### config.mk
export PLATFORM = sky130hd
export DESIGN_NAME = qam_hard_decision_demapper
export DESIGN_NICKNAME = d
export VERILOG_FILES = /design/src/design/qhd_pkg.sv /design/src/design/qam_hard_decision_demapper.sv /design/src/design/qhd_front.sv /design/src/design/qhd_cell.sv
export SDC_FILE = /design/constraint.sdc
export NUM_CORES = 1
export LEC_CHECK = 0
export BUFFER_PORTS_ARGS = -buffer_cell sky130_fd_sc_hd__buf_2
export CORE_MARGIN = 4
export CORE_UTILIZATION = 55
export CTS_BUF_LIST = sky130_fd_sc_hd__clkbuf_4 sky130_fd_sc_hd__clkbuf_8 sky130_fd_sc_hd__clkbuf_16
export DETAILED_ROUTE_END_ITERATION = 16
export PLACE_DENSITY = 0.76
export SETUP_SLACK_MARGIN = 0.02
export SLEW_MARGIN = 20
export SYNTH_ARGS = -nofsm -noshare
export SYNTH_HDL_FRONTEND = slang
export SYNTH_SLANG_ARGS = --single-unit
export TNS_END_PERCENT = 30
### constraint.sdc
create_clock -name clk -period 5.3 [get_ports clk]
set_input_delay 0.53 -clock clk [delete_from_list [all_inputs] [get_ports clk]]
set_output_delay 0.53 -clock clk [all_outputs]
set_load 0.02 [all_outputs]
### src/design/qhd_pkg.sv
// ----------------------------------------------------------------------------
// QAM hard-decision demapper package
// Widths, the per-stage token and shared constants of the decision pipeline.
// ----------------------------------------------------------------------------
package qhd_pkg;

  localparam int SAMPLE_W         = 16;
  localparam int SAMPLE_FRAC_BITS = 8;
  localparam int MAG_W            = SAMPLE_W + 1;
  localparam int INT_W            = MAG_W - SAMPLE_FRAC_BITS;
  // Integer part, odd-level nudge and constellation offset, with a sign bit.
  localparam int V_W              = INT_W + 2;
  localparam int SYM_W            = 6;
  localparam int NUM_CELLS        = 3;

  typedef struct packed {
    logic signed [V_W-1:0] vi;
    logic signed [V_W-1:0] vq;
    logic [SYM_W-1:0]      sym;
    logic [1:0]            k;
    logic [1:0]            lvl;
  } qhd_tok_t;

endpackage

### src/design/qam_hard_decision_demapper.sv
// ----------------------------------------------------------------------------
// QAM hard-decision demapper
// Decides received Q7.8 I/Q samples to QPSK, QAM16 or QAM64 symbol bits.
// ----------------------------------------------------------------------------
// Usage:
//   The input channel (in_valid, in_stall, in_i_sample, in_q_sample) moves one
//   I/Q pair per transfer; the result channel (out_valid, out_stall,
//   out_symbol_bits) returns one symbol per pair, in order. I bits sit in the
//   upper half of the symbol and Q bits in the lower half.
//   cfg_bits_per_axis selects 1 (QPSK), 2 (QAM16) or 3 (QAM64) bits per axis;
//   write it through cfg_valid/cfg_ready only while no sample is in flight.
//   The pipeline is a front-end register, then a row of three decision
//   cells, one per level, each a register stage.
//   Throughput is one pair per cycle while out_stall is low; every stage takes
//   a new token whenever it is empty or its token moves on, so bubbles close up.
//   When the receiver stalls, the last cell holds its result and the stages
//   behind it fill; in_stall rises only once all four stages hold tokens.
//   Reset empties the pipeline and sets two bits per symbol (QPSK).
// ----------------------------------------------------------------------------
module qam_hard_decision_demapper
  import qhd_pkg::*;
(
  input  logic                       clk,
  input  logic                       rst_n,
  input  logic                       in_valid,
  output logic                       in_stall,
  input  logic signed [SAMPLE_W-1:0] in_i_sample,
  input  logic signed [SAMPLE_W-1:0] in_q_sample,
  output logic                       out_valid,
  input  logic                       out_stall,
  output logic [SYM_W-1:0]           out_symbol_bits,
  input  logic                       cfg_valid,
  output logic                       cfg_ready,
  input  logic [1:0]                 cfg_bits_per_axis
);

  logic [1:0] bpa_r;
  logic [1:0] bpa_nxt;
  logic       front_ready;

  logic     vld [NUM_CELLS+1];
  logic     rdy [NUM_CELLS+1];
  qhd_tok_t tok [NUM_CELLS+1];

  assign cfg_ready = 1'b1;
  assign bpa_nxt   = (cfg_valid && cfg_ready) ? cfg_bits_per_axis : bpa_r;

  always_ff @(posedge clk) begin
    if (!rst_n) begin
      bpa_r <= 2'd1;
    end else begin
      bpa_r <= bpa_nxt;
    end
  end

  qhd_front u_front (
    .clk       (clk),
    .rst_n     (rst_n),
    .in_valid  (in_valid),
    .in_ready  (front_ready),
    .i_sample  (in_i_sample),
    .q_sample  (in_q_sample),
    .k         (bpa_r),
    .out_valid (vld[0]),
    .out_tok   (tok[0]),
    .out_ready (rdy[0])
  );

  for (genvar c = 0; c < NUM_CELLS; c++) begin : g_cell
    qhd_cell u_cell (
      .clk       (clk),
      .rst_n     (rst_n),
      .in_valid  (vld[c]),
      .in_ready  (rdy[c]),
      .in_tok    (tok[c]),
      .out_valid (vld[c+1]),
      .out_tok   (tok[c+1]),
      .out_ready (rdy[c+1])
    );
  end

  assign rdy[NUM_CELLS]  = !out_stall;
  assign in_stall        = !front_ready;
  assign out_valid       = vld[NUM_CELLS];
  assign out_symbol_bits = tok[NUM_CELLS].sym;

  // Every level must have been decided by the time a token leaves the row.
  a_levels_done: assert property (@(posedge clk) disable iff (!rst_n)
    vld[NUM_CELLS] |-> tok[NUM_CELLS].lvl == 2'd0)
    else $error("token left the cell row with undecided levels");

  // No symbol bit above the configured constellation size.
  a_sym_width: assert property (@(posedge clk) disable iff (!rst_n)
    vld[NUM_CELLS] |-> (tok[NUM_CELLS].sym >> {tok[NUM_CELLS].k, 1'b0}) == '0)
    else $error("symbol bit set beyond the configured bits per axis");

  // The input is held off only when every stage is occupied.
  a_stall_full: assert property (@(posedge clk) disable iff (!rst_n)
    in_stall |-> (vld[0] && vld[1] && vld[2] && vld[3] && out_stall))
    else $error("input stalled while the pipeline had room");

endmodule

### src/design/qhd_front.sv
// ----------------------------------------------------------------------------
// QAM demapper front end
// Truncates both components to the nearest odd integer level and removes the
// constellation offset, then registers the token for the decision cells.
// ----------------------------------------------------------------------------
module qhd_front
  import qhd_pkg::*;
(
  input  logic                       clk,
  input  logic                       rst_n,
  input  logic                       in_valid,
  output logic                       in_ready,
  input  logic signed [SAMPLE_W-1:0] i_sample,
  input  logic signed [SAMPLE_W-1:0] q_sample,
  input  logic [1:0]                 k,
  output logic                       out_valid,
  output qhd_tok_t                   out_tok,
  input  logic                       out_ready
);

  logic     valid_r;
  qhd_tok_t tok_r;
  qhd_tok_t tok_nxt;
  logic     load;

  function automatic logic signed [V_W-1:0] odd_level(
    input logic signed [SAMPLE_W-1:0] s,
    input logic [1:0]                 kk
  );
    logic                    neg;
    logic [MAG_W-1:0]        mag;
    logic [INT_W-1:0]        n;
    logic signed [V_W-1:0]   v;
    logic signed [V_W-1:0]   offs;
    begin
      neg  = s[SAMPLE_W-1];
      mag  = neg ? MAG_W'(-{s[SAMPLE_W-1], s}) : MAG_W'({s[SAMPLE_W-1], s});
      n    = INT_W'(mag >> SAMPLE_FRAC_BITS);
      v    = neg ? -$signed(V_W'(n)) : $signed(V_W'(n));
      if (!v[0]) begin
        v = neg ? v - V_W'(1) : v + V_W'(1);
      end
      offs = $signed(V_W'(1) << kk);
      odd_level = v - offs;
    end
  endfunction

  always_comb begin
    tok_nxt     = '0;
    tok_nxt.vi  = odd_level(i_sample, k);
    tok_nxt.vq  = odd_level(q_sample, k);
    tok_nxt.k   = k;
    tok_nxt.lvl = k;
  end

  assign load     = !valid_r || out_ready;
  assign in_ready = load;

  always_ff @(posedge clk) begin
    if (!rst_n) begin
      valid_r <= 1'b0;
    end else if (load) begin
      valid_r <= in_valid;
    end
  end

  always_ff @(posedge clk) begin
    if (load) begin
      tok_r <= tok_nxt;
    end
  end

  assign out_valid = valid_r;
  assign out_tok   = tok_r;

endmodule

### src/design/qhd_cell.sv
// ----------------------------------------------------------------------------
// QAM demapper decision cell
// Decides one level for both axes, steps each value against its sign by the
// level step and hands the token on; a token with no levels left passes unchanged.
// ----------------------------------------------------------------------------
module qhd_cell
  import qhd_pkg::*;
(
  input  logic     clk,
  input  logic     rst_n,
  input  logic     in_valid,
  output logic     in_ready,
  input  qhd_tok_t in_tok,
  output logic     out_valid,
  output qhd_tok_t out_tok,
  input  logic     out_ready
);

  logic                  valid_r;
  qhd_tok_t              tok_r;
  qhd_tok_t              tok_nxt;
  logic                  load;
  logic signed [V_W-1:0] step;
  logic                  i_hit;
  logic                  q_hit;
  logic [2:0]            i_idx;
  logic [2:0]            q_idx;

  always_comb begin
    step  = $signed(V_W'(1) << in_tok.lvl);
    i_hit = in_tok.vi[V_W-1] ? (in_tok.vi > -step) : (in_tok.vi < step);
    q_hit = in_tok.vq[V_W-1] ? (in_tok.vq > -step) : (in_tok.vq < step);
    i_idx = {1'b0, in_tok.lvl} + {1'b0, in_tok.k} - 3'd1;
    q_idx = {1'b0, in_tok.lvl} - 3'd1;
    tok_nxt = in_tok;
    if (in_tok.lvl != 2'd0) begin
      if (i_hit) begin
        tok_nxt.sym = tok_nxt.sym | (SYM_W'(1) << i_idx);
      end
      if (q_hit) begin
        tok_nxt.sym = tok_nxt.sym | (SYM_W'(1) << q_idx);
      end
      tok_nxt.vi  = in_tok.vi[V_W-1] ? in_tok.vi + step : in_tok.vi - step;
      tok_nxt.vq  = in_tok.vq[V_W-1] ? in_tok.vq + step : in_tok.vq - step;
      tok_nxt.lvl = in_tok.lvl - 2'd1;
    end
  end

  assign load     = !valid_r || out_ready;
  assign in_ready = load;

  always_ff @(posedge clk) begin
    if (!rst_n) begin
      valid_r <= 1'b0;
    end else if (load) begin
      valid_r <= in_valid;
    end
  end

  always_ff @(posedge clk) begin
    if (load) begin
      tok_r <= tok_nxt;
    end
  end

  assign out_valid = valid_r;
  assign out_tok   = tok_r;

endmodule
-- After elaboration in Yosys (flattened, before gate mapping)
Index checks and enable logic that the tools add are counted.
- bits in read-only memories: 0
- latch bits: 0
- bits in writable memories: 0
- memories: 0
- register bits after elaboration: 100
- eq/ne operators: 0
- $mul: 0
- divide/modulo/power cells: 0
- bitwise gates (word level): 5
- add/subtract/negate cells: 32
- multiplexer cells: 32
- shift-type cells: 10
- order comparisons: 12
- reduce and logical (&&, ||, !) cells: 13
- operators by type and width (operator ; count):
    $mux 11 ; 10
    $gt 11x11->1 ; 6
    $lt 11x11->1 ; 6
    $sub 11x11->11 ; 6
    $mux 6 ; 10
    $mux 28 ; 2
    $add 11x11->11 ; 4
    $shl 1x2->11 const A ; 4
    $shl 1x3->6 const A ; 6
    $mux 17 ; 2
    $neg 17->17 ; 2
    $neg 11->11 ; 3
    $or 6x6->6 ; 5
    $add 11x2->11 const B ; 2
    $neg 9->11 ; 2
    $sub 11x2->11 const B ; 2
    $add 2x2->3 ; 3
    $sub 2x1->3 const B ; 3
    $sub 3x1->3 const B ; 3
    $logic_not 1->1 ; 6
    $mux 1 ; 6
    $reduce_bool 2->1 ; 3
    $logic_or 1x1->1 ; 4
    $mux 2 ; 2
    $sub 2x1->2 const B ; 2

-- Depth between registers and ports, before layout
- depth after elaboration: 9
- gate-level depth with buffers: 22

-- By module
Synthesis repeated with hierarchy kept, for this count alone.
- cells, all modules: 1204
- area total of the unflattened synthesis: 11223.3 um^2
- modules (own cells, without submodules) (module ; sequential area each (um^2) ; instances ; area each (um^2) ; cells each):
    qhd_cell (g_cell[0].u_cell ...) ; 980.9 ; 2 ; 2717.6 ; 285
    qhd_front ; 710.7 ; 1 ; 3046.7 ; 353
    qhd_cell (g_cell[1].u_cell) ; 980.9 ; 1 ; 2652.5 ; 271
    qam_hard_decision_demapper ; 40.0 ; 1 ; 88.8 ; 10

-- Least setup slack after synthesis
OpenSTA, ideal clock, no wires.
- path type: input port to flip-flop
- start: in in_i_sample[6]
- end: reg u_front.tok_r, in the netlist u_front.out_tok[31] (data pin)
- arrival time: 4.720 ns
- setup time: 0.257 ns
- required time: 5.043 ns
- cell stages on the path: 21
- slack: 0.323 ns
- path through: nor4_2 a21o_1 xnor2_2 inv_2 ha_1 xnor2_1 nand2_1 xnor2_1 ha_1 a21oi_1 a21oi_1 a31oi_1 o22ai_1 o21ai_0 xnor2_1 ha_1 a21oi_1 o2111ai_2 nor3_4 mux2i_1 a32o_1
- RTL lines (element ; line ; text):
    start: declaration ; qam_hard_decision_demapper.sv:27 ; input logic signed [SAMPLE_W-1:0] in_i_sample,
    end signal: assignment ; qhd_front.sv:69 ; tok_r <= tok_nxt;
    end: declaration ; qhd_front.sv:22 ; qhd_tok_t tok_r;

==> summary.txt <==
Run status
  – Status: completed

Global routing
  – Vias in the first global route: 6766
  – First-pass GRT wire length: roughly 31000 um
  – Largest net degree at the start of global routing: 32
  – Initial antenna violation count: 0
  – Total grt overflow: 0
  – GRT Overall Usage: between 20% and 30%

Yosys
  – #FFs+latches synth: a little under 100
  – Post-Synthesis Cells: just over 1k
  – Async SR Flop Fraction: 0%
  – Top_reg_cell synth: edfxtp_1
  – Seq/Total Area, Yosys: 31.47%
  – Distinct cells, synth: 78
  – Mean post-synth cell area: 8.992 um^2
  – Yosys warnings: 0
  – Post-Syn Area: 0.009064 mm^2
  – Number of synthesized flops with an enable pin: 91

Worst setup path
  – Worst Path Arrival: 4.92 ns
  – Crit start category: primary input
  – Setup Crit Path Kind: in -> reg
  – CP endpoint kind: register
  – Worst EP required: 5.41 ns
  – Crit Path Max Fanout: 6

Layout
  – Most common cell after layout, fill and taps aside: ha_1
  – Multi-input gate area: ~0.0059 mm^2
  – Util after Layout: 61.79%
  – Fill count: 1408
  – Nets: around 1.2k
  – Synth-to-layout area growth: 9.083%
  – Fin area: between 0.009 and 0.01 mm^2
  – Non-Filler Instances: 1280
  – Layout cells sized above 1: about 9.1%
  – Antenna fix cells: 0
  – Register area: between 0.002 and 0.003 mm^2
  – Commonest cells after routing, fill and taps aside: 118 x ha_1, 98 x nor2_1, 91 x edfxtp_1

Timing
  – Tmin final: about 4.8 ns
  – Hold_ws: about 0.38 ns
  – Slew Limit Fails: 0
  – Final setup violation count: 0
  – Worst rel slew slack: a little over a third
  – Tightest Pin Transition: about 0.95 ns
  – Fin crit share: 90.69%
  – Max Clk Rate: 208.1 MHz
  – Final hold vios: 0
  – Final setup skew: 0.008775 ns
  – Fin Setup TNS: 0 ns
  – RSZ-0062 raised after global routing: no

Clocking
  – Root Driver: clkbuf_16
  – Clk Latency, worst-skew pair: roughly 0.36 ns
  – H-tree depth: 3
  – Clock-pin slew on the worst setup and hold paths: around 0.07 ns
  – CTS buffer count: 9
  – CTS tree: built
  – Clock Tree Buf Depth: 2
  – Hold buffer count at CTS: 0
  – Clock sinks: 97

Floorplanning
  – Area of the core: 0.01600 mm^2
  – Die height: approximately 140 um
  – I/O pins: 48
  – Die width: 136.4 um
  – Starting Density: 56.65%
  – Die ar.: between 0.015 and 0.02 mm^2
  – Cell row count: 46

Drt
  – DRC: 0
  – Avg WL per Cell: approximately 15 um
  – Iteration-0 DRC Markers: approximately 410
  – DR vias: roughly 7.3k
  – Antenna viol nets, final: 0
  – Final wirelength: between 15000 and 20000 um
  – Drt first pass iters: 5
  – Vias per inst: 5.740

Placed design
  – Final HPWL DP: 14570 um
  – Post-DP Area: 0.009557 mm^2
  – PortBufs: 46
  – Placer Congestion: 0.9089
  – Placed insts: 1264

Power and ir drop
  – Pwr/cell area: 346.9 mW/mm^2
  – Peak supply drop: 0.1992 mV
  – Static Leak: 0.004235 uW

Run
  – Max-cap violations: 0

Worst hold path
  – Hold Crit Class: in -> reg
kinds of logic after synthesis:
| family | after synthesis | share of synthesized area [%] |
|---|---|---|
| XOR/XNOR | 76 | 7.427 |
| AND/OR/NAND/NOR | 352 | 19.44 |
| flip-flops | 97 | 31.47 |
| AO/OA/AOI/OAI | 240 | 17.34 |
| adder cells (fa/ha/maj) | 126 | 18.06 |
| other | 2 | 0.08286 |
| buffers and inverters | 97 | 4.169 |
| multiplexers | 18 | 2.015 |
registers in the layout, summed over array words and instances, names as in the netlist:
| signal | count |
|---|---|
| u_front.out_valid | 1 |
| g_cell.u_cell.out_valid | 3 |
| bpa_r | 2 |
| g_cell.u_cell.out_tok | 68 |
| u_front.out_tok | 23 |
timing repair:
action,4_1_cts,5_1_grt
setup buffers,0,0
endpoints found under the setup margin,0,1
gates resized for setup,0,1
endpoints found under the hold margin,0,0
through the flow:
stage / power [uW] / worst slack, ns
floorplan: 2388 / 0.3231
global placement: 2670 / 0.1972
detailed placement: 2717 / 0.01262
CTS: 3426 / 0.3874
global route: 3703 / 0.05243
finish: 3430 / 0.4937
cells in the mapped netlist (7+ instances only):
| cell type | number | area, um^2 |
|---|---|---|
| a211o_1 | 8 | 70.07 |
| a21o_1 | 10 | 75.07 |
| a21oi_1 | 66 | 330.3 |
| a31oi_1 | 12 | 75.07 |
| and2_1 | 11 | 68.82 |
| and3_1 | 11 | 68.82 |
| clkbuf_1 | 18 | 67.56 |
| edfxtp_1 | 91 | 2733 |
| fa_1 | 8 | 160.2 |
| ha_1 | 118 | 1476 |
| inv_1 | 67 | 251.5 |
| mux2i_1 | 16 | 160.2 |
| nand2_1 | 79 | 296.5 |
| nand2b_1 | 12 | 75.07 |
| nand3_1 | 17 | 85.08 |
| nand4_1 | 21 | 131.4 |
| nor2_1 | 98 | 367.9 |
| nor2b_1 | 26 | 162.7 |
| nor3_1 | 31 | 155.2 |
| nor4_1 | 19 | 118.9 |
| o21a_1 | 19 | 142.6 |
| o21ai_0 | 58 | 290.3 |
| o21bai_1 | 9 | 67.56 |
| o31ai_1 | 7 | 52.55 |
| xnor2_1 | 44 | 385.4 |
| xor2_1 | 31 | 271.5 |
metal layers:
metal | wire (um) | global-route usage (%)
met4 | 231 | 4.815
met3 | 614 | 3.368
met5 | 0 | 0
met1 | 8234 | 25.21
met2 | 9480 | 36.82
worst paths after layout:
check / end / depth (start not counted) / slack, ns / from
max reg2reg: g_cell[0].u_cell.out_tok[5] / 12 / 1.43 / u_front.out_tok[3]
max: u_front.out_tok[31] / 22 / 0.49 / in_i_sample[6]
min reg2reg: g_cell[1].u_cell.out_tok[2] / 0 / 0.49 / g_cell[0].u_cell.out_tok[2]
min: u_front.out_valid / 2 / 0.38 / in_valid
cell type report:
type | count | share of cell area [%]
Clock buffer | 9 | 2.278
Clock inverter | 7 | 0.9744
Inverter | 71 | 2.696
Multi-Input combinational cell | 827 | 59.61
Sequential cell | 97 | 28.85
Tap cell | 216 | 2.733
Timing Repair Buffer | 53 | 2.860
worst max-delay path, stage by stage:
cell and delay (ns):
buf_2 0.10, nor4_2 0.42, nand2_1 0.16, o21ai_0 0.21, xor2_1 0.19, ha_1 0.25
xnor2_1 0.13, nand2_1 0.08, xnor2_1 0.21, ha_1 0.34, a21oi_2 0.26, a21oi_1 0.06
a31oi_1 0.15, o22ai_1 0.09, o21ai_0 0.20, xnor2_1 0.14, ha_1 0.28, a21oi_1 0.25
o2111ai_2 0.22, nor3_4 0.26, mux2i_1 0.11, a32o_1 0.26
power breakdown:
part	total [uW]	internal, uW	switching [uW]
combinational	1360	616	748
clock	696	381	315
sequential	1370	1100	266
Power figures use the tool's default switching activity.
